[src/rtl/core/assert_macros.svh]
// ----------------------------------------------------------------------------
// Assertion macros
// Concurrent assertion shorthands used by lru_page_buffer_pool.
// ----------------------------------------------------------------------------
`ifndef ASSERT_MACROS_SVH
`define ASSERT_MACROS_SVH

// Property must hold at every rising clock edge outside reset
`define LPBP_ASSERT(lbl, clk, rst, prop, msg) \
   lbl: assert property (@(posedge clk) disable iff (rst) prop) else $error(msg);

// Expression must never be true outside reset
`define LPBP_ASSERT_NEVER(lbl, clk, rst, expr, msg) \
   `LPBP_ASSERT(lbl, clk, rst, !(expr), msg)

`endif

[src/rtl/core/lpbp_pkg.sv]
// ----------------------------------------------------------------------------
// lpbp_pkg
// Request and status codes and command bundles for the page buffer pool.
// ----------------------------------------------------------------------------
package lpbp_pkg;

   localparam logic [1:0] REQ_GET   = 2'd0;
   localparam logic [1:0] REQ_DIRTY = 2'd1;
   localparam logic [1:0] REQ_DROP  = 2'd2;

   localparam logic [1:0] STAT_OK    = 2'd0;
   localparam logic [1:0] STAT_RANGE = 2'd1;
   localparam logic [1:0] STAT_ZERO  = 2'd2;

   // page table write command
   typedef struct packed {
      logic map_we;
      logic map_res;
      logic dirty_we;
      logic dirty_val;
   } pt_cmd_type;

   // frame store write command
   typedef struct packed {
      logic tag_we;
      logic dirty_we;
      logic dirty_val;
      logic prev_we;
      logic next_we;
   } fs_cmd_type;

endpackage

[src/rtl/core/lpbp_frame_store.sv]
// ----------------------------------------------------------------------------
// lpbp_frame_store
// Per-frame page tag, dirty bit and recency links.
// ----------------------------------------------------------------------------
module lpbp_frame_store #(
   parameter int POOL_FRAMES = 16,
   parameter int PW = 10,
   localparam int FW = $clog2(POOL_FRAMES)
) (
   input  logic                 clock,
   input  logic                 rd_en,
   input  logic [FW-1:0]        rd_addr,
   output logic [PW-1:0]        rd_tag,
   output logic                 rd_dirty,
   output logic [FW:0]          rd_prev,
   output logic [FW:0]          rd_next,
   input  lpbp_pkg::fs_cmd_type wr_cmd,
   input  logic [FW-1:0]        wr_addr,
   input  logic [PW-1:0]        wr_tag,
   input  logic [FW-1:0]        prev_addr,
   input  logic [FW:0]          prev_data,
   input  logic [FW-1:0]        next_addr,
   input  logic [FW:0]          next_data
);
   import lpbp_pkg::*;

   logic [PW-1:0] tag_mem [POOL_FRAMES];
   logic          dirty_mem [POOL_FRAMES];
   logic [FW:0]   prev_mem [POOL_FRAMES];
   logic [FW:0]   next_mem [POOL_FRAMES];

   always_ff @(posedge clock) begin
      if (wr_cmd.tag_we) begin
         tag_mem[wr_addr] <= wr_tag;
      end
      if (wr_cmd.dirty_we) begin
         dirty_mem[wr_addr] <= wr_cmd.dirty_val;
      end
      if (wr_cmd.prev_we) begin
         prev_mem[prev_addr] <= prev_data;
      end
      if (wr_cmd.next_we) begin
         next_mem[next_addr] <= next_data;
      end
   end

   always_ff @(posedge clock) begin
      if (rd_en) begin
         rd_tag   <= tag_mem[rd_addr];
         rd_dirty <= dirty_mem[rd_addr];
         rd_prev  <= prev_mem[rd_addr];
         rd_next  <= next_mem[rd_addr];
      end
   end

endmodule

[config.mk]
export PLATFORM = sky130hd
export DESIGN_NAME = lpbp_frame_store
export DESIGN_NICKNAME = d
export VERILOG_FILES = /design/src/rtl/core/assert_macros.svh /design/src/rtl/core/lpbp_pkg.sv /design/src/rtl/core/lpbp_frame_store.sv
export SDC_FILE = /design/constraint.sdc
export NUM_CORES = 1
export LEC_CHECK = 0
export ABC_AREA = 1
export BUFFER_PORTS_ARGS = -buffer_cell sky130_fd_sc_hd__clkbuf_2
export CORE_ASPECT_RATIO = 1.2
export CORE_MARGIN = 2
export CORE_UTILIZATION = 40
export DETAILED_ROUTE_END_ITERATION = 8
export GPL_ROUTABILITY_DRIVEN = 1
export PLACE_DENSITY = 0.64
export SLEW_MARGIN = 20
export SYNTH_ARGS = -nofsm -noshare
export SYNTH_HDL_FRONTEND = slang
export SYNTH_SLANG_ARGS = --single-unit
[constraint.sdc]
create_clock -name clock -period 2.3 [get_ports clock]
set_clock_uncertainty 0.2 [all_clocks]
set_input_delay 0.46 -clock clock [delete_from_list [all_inputs] [get_ports clock]]
set_output_delay 0.46 -clock clock [all_outputs]
set_load 0.05 [all_outputs]
==> summary.txt <==
Worst Path Class, Setup = reg -> out
number of I/O port buffers = 63
Post-CTS Resized = 0
Max IR drop VDD = 0.000475 V
P_leak = 7.53 nW
WP buf/inv = 1
startpoint types = register
Synthesized Nets = 1,536
Crit-path slowest cell = edfxtp_1
FILL cells = 3,434
CP Max Fanout = 1
clk root buf = clkbuf_16
final setup violation count = 0
Syn. warnings = 0
CTS Hold Bufs = 0
clock net sink count = 357
Final Cycle Share = 0.830
vias in the first global route = 9,960
max capacitance violation total = 0
Clock transition at path regs = 60 ps
final hold vios = 0
Core ar. = 38,000 um2
Max Clk Rate = 524 MHz
GRT overflow = 0
FF+latch count, synth = 357
fin cells = 2,074
Site Rows = 78
Tot GR Track Use = 0.176
placed insts = 2,006
vias per inst = 4.88
final instance area = 17,600 um2
time the worst path needs with I/O delays and setup = 1910 ps
deepest clock path buffer count = 3
total die area = 40,300 um2
Final Max Tran Viols = 0
RSZ-0062 raised after global routing = no
commonest cells after routing, fill and taps aside = 466 x nand2_1, 357 x edfxtp_1, 267 x inv_1
sequential share of the synthesized area = 0.693
Area Growth Syn to Fin = 13.9%
hpwl dp = 21.2 mm
largest net degree at the start of global routing = 85
Gate Count Post-Synth = 1,493
Worst-Margin Slew = 604 ps
htree depth = 2
Cell variety after synth = 14
CP required = 1640 ps
GPL Wtd Cong = 0.795
total number of vias = 10,100
cell area power density = 802 nW/um2
CTS Buf Count = 38
Initial Util = 0.408
nets = 1,609
CTS tree = built
commonest non-fill, non-tap cell in the layout = nand2_1
# Post-CTS Setup Buffers = 0
Top delay family on crit path = flip-flops
first-pass GRT wire length = 54.5 mm
routed wire length = 34.9 mm
die width = 184 um
Fin Hold WS = 156 ps
violation count after the first detailed-route iteration = 710
status = finished, final reports clean
Setup crit end kind = output port
Post-DRT Antenna Nets = 0
CP Cell Sequence = clkbuf_2
Chip Height = 219 um
Routed wire per std cell = 16.8 um
Slew HR = 0.596
Setup TNS = 0 ps
share of cells above drive strength 1 = 0.0973
DRC violations left = 0
initial antenna violation count = 2
I/O pin total = 64
Worst Hold Class = in -> reg
Cell Area, Synth = 15,500 um2
DR pass1 iterations = 5
Mean Syn Cell Area = 10.4 um2
Crit path arrival time = 1250 ps
Largest stage delay, worst path = 440 ps
Clock Latency Late Sink = 530 ps
dpl cell area = 16,500 um2
==> through the flow <==
step / util / power [mW] / setup slack, ps
finish: 0.464 / 14.1 / 391
global route: 0.464 / 14.6 / 354
CTS: 0.464 / 14.2 / 351
detailed placement: 0.434 / 8.53 / 306
global placement: 0.434 / 8.51 / 330
floorplan: - / 8.13 / 245
==> cell type report <==
cell class                      instances  area (um2)  share of cell area
Inverter                              270        1020              0.0577
Multi-Input combinational cell        796        3340               0.190
Antenna cell                            1        2.50            0.000142
Clock inverter                         15        87.6             0.00497
Sequential cell                       357       10700               0.608
Timing Repair Buffer                  103         781              0.0443
Tap cell                              480         601              0.0341
Clock buffer                           52        1070              0.0606
==> synth_stat cells, drive strengths merged <==
cell type / number / area share
nor3: 10 / 0.0032
inv: 269 / 0.065
nand3: 258 / 0.083
clkbuf: 16 / 0.0039
buf: 54 / 0.023
clkinv: 1 / 0.00024
nand2: 466 / 0.11
edfxtp: 357 / 0.69
nor2: 62 / 0.015
==> per-layer routing <==
layer | part of all wire | track usage
met4 | 0.027 | 0.0597
met5 | 0.00046 | 0
met2 | 0.50 | 0.311
met3 | 0.052 | 0.0281
met1 | 0.42 | 0.220
==> power breakdown <==
part,internal (mW),switching (mW),total [mW]
clock,3.34,2.40,5.74
combinational,0.277,0.735,1.01
sequential,7.33,0.0422,7.37
total,11.0,3.17,14.1
==> worst paths after layout <==
path	startpoint	endpoint	slack, ps	cells after the start
max	rd_prev[3]$_DFFE_PP_	rd_prev[3]	390	1
max reg2reg	tag_mem[0][4]$_DFFE_PP_	rd_tag[4]$_DFFE_PP_	950	6
min	wr_addr[1]	dirty_mem[3]$_DFFE_PP_	160	3
min reg2reg	next_mem[10][2]$_DFFE_PP_	rd_next[2]$_DFFE_PP_	540	6
==> registers in the layout (all words and copies together) (netlist names) <==
register / count
next_mem: 80
rd_prev: 5
rd_next: 5
tag_mem: 160
rd_dirty: 1
dirty_mem: 16
rd_tag: 10
prev_mem: 80
==> cells by family after synthesis <==
| family | after synthesis | synth area share |
|---|---|---|
| simple gates | 796 | 0.215 |
| flops | 357 | 0.693 |
| buf+inv | 340 | 0.0924 |
(Power assumes the default switching activity.)
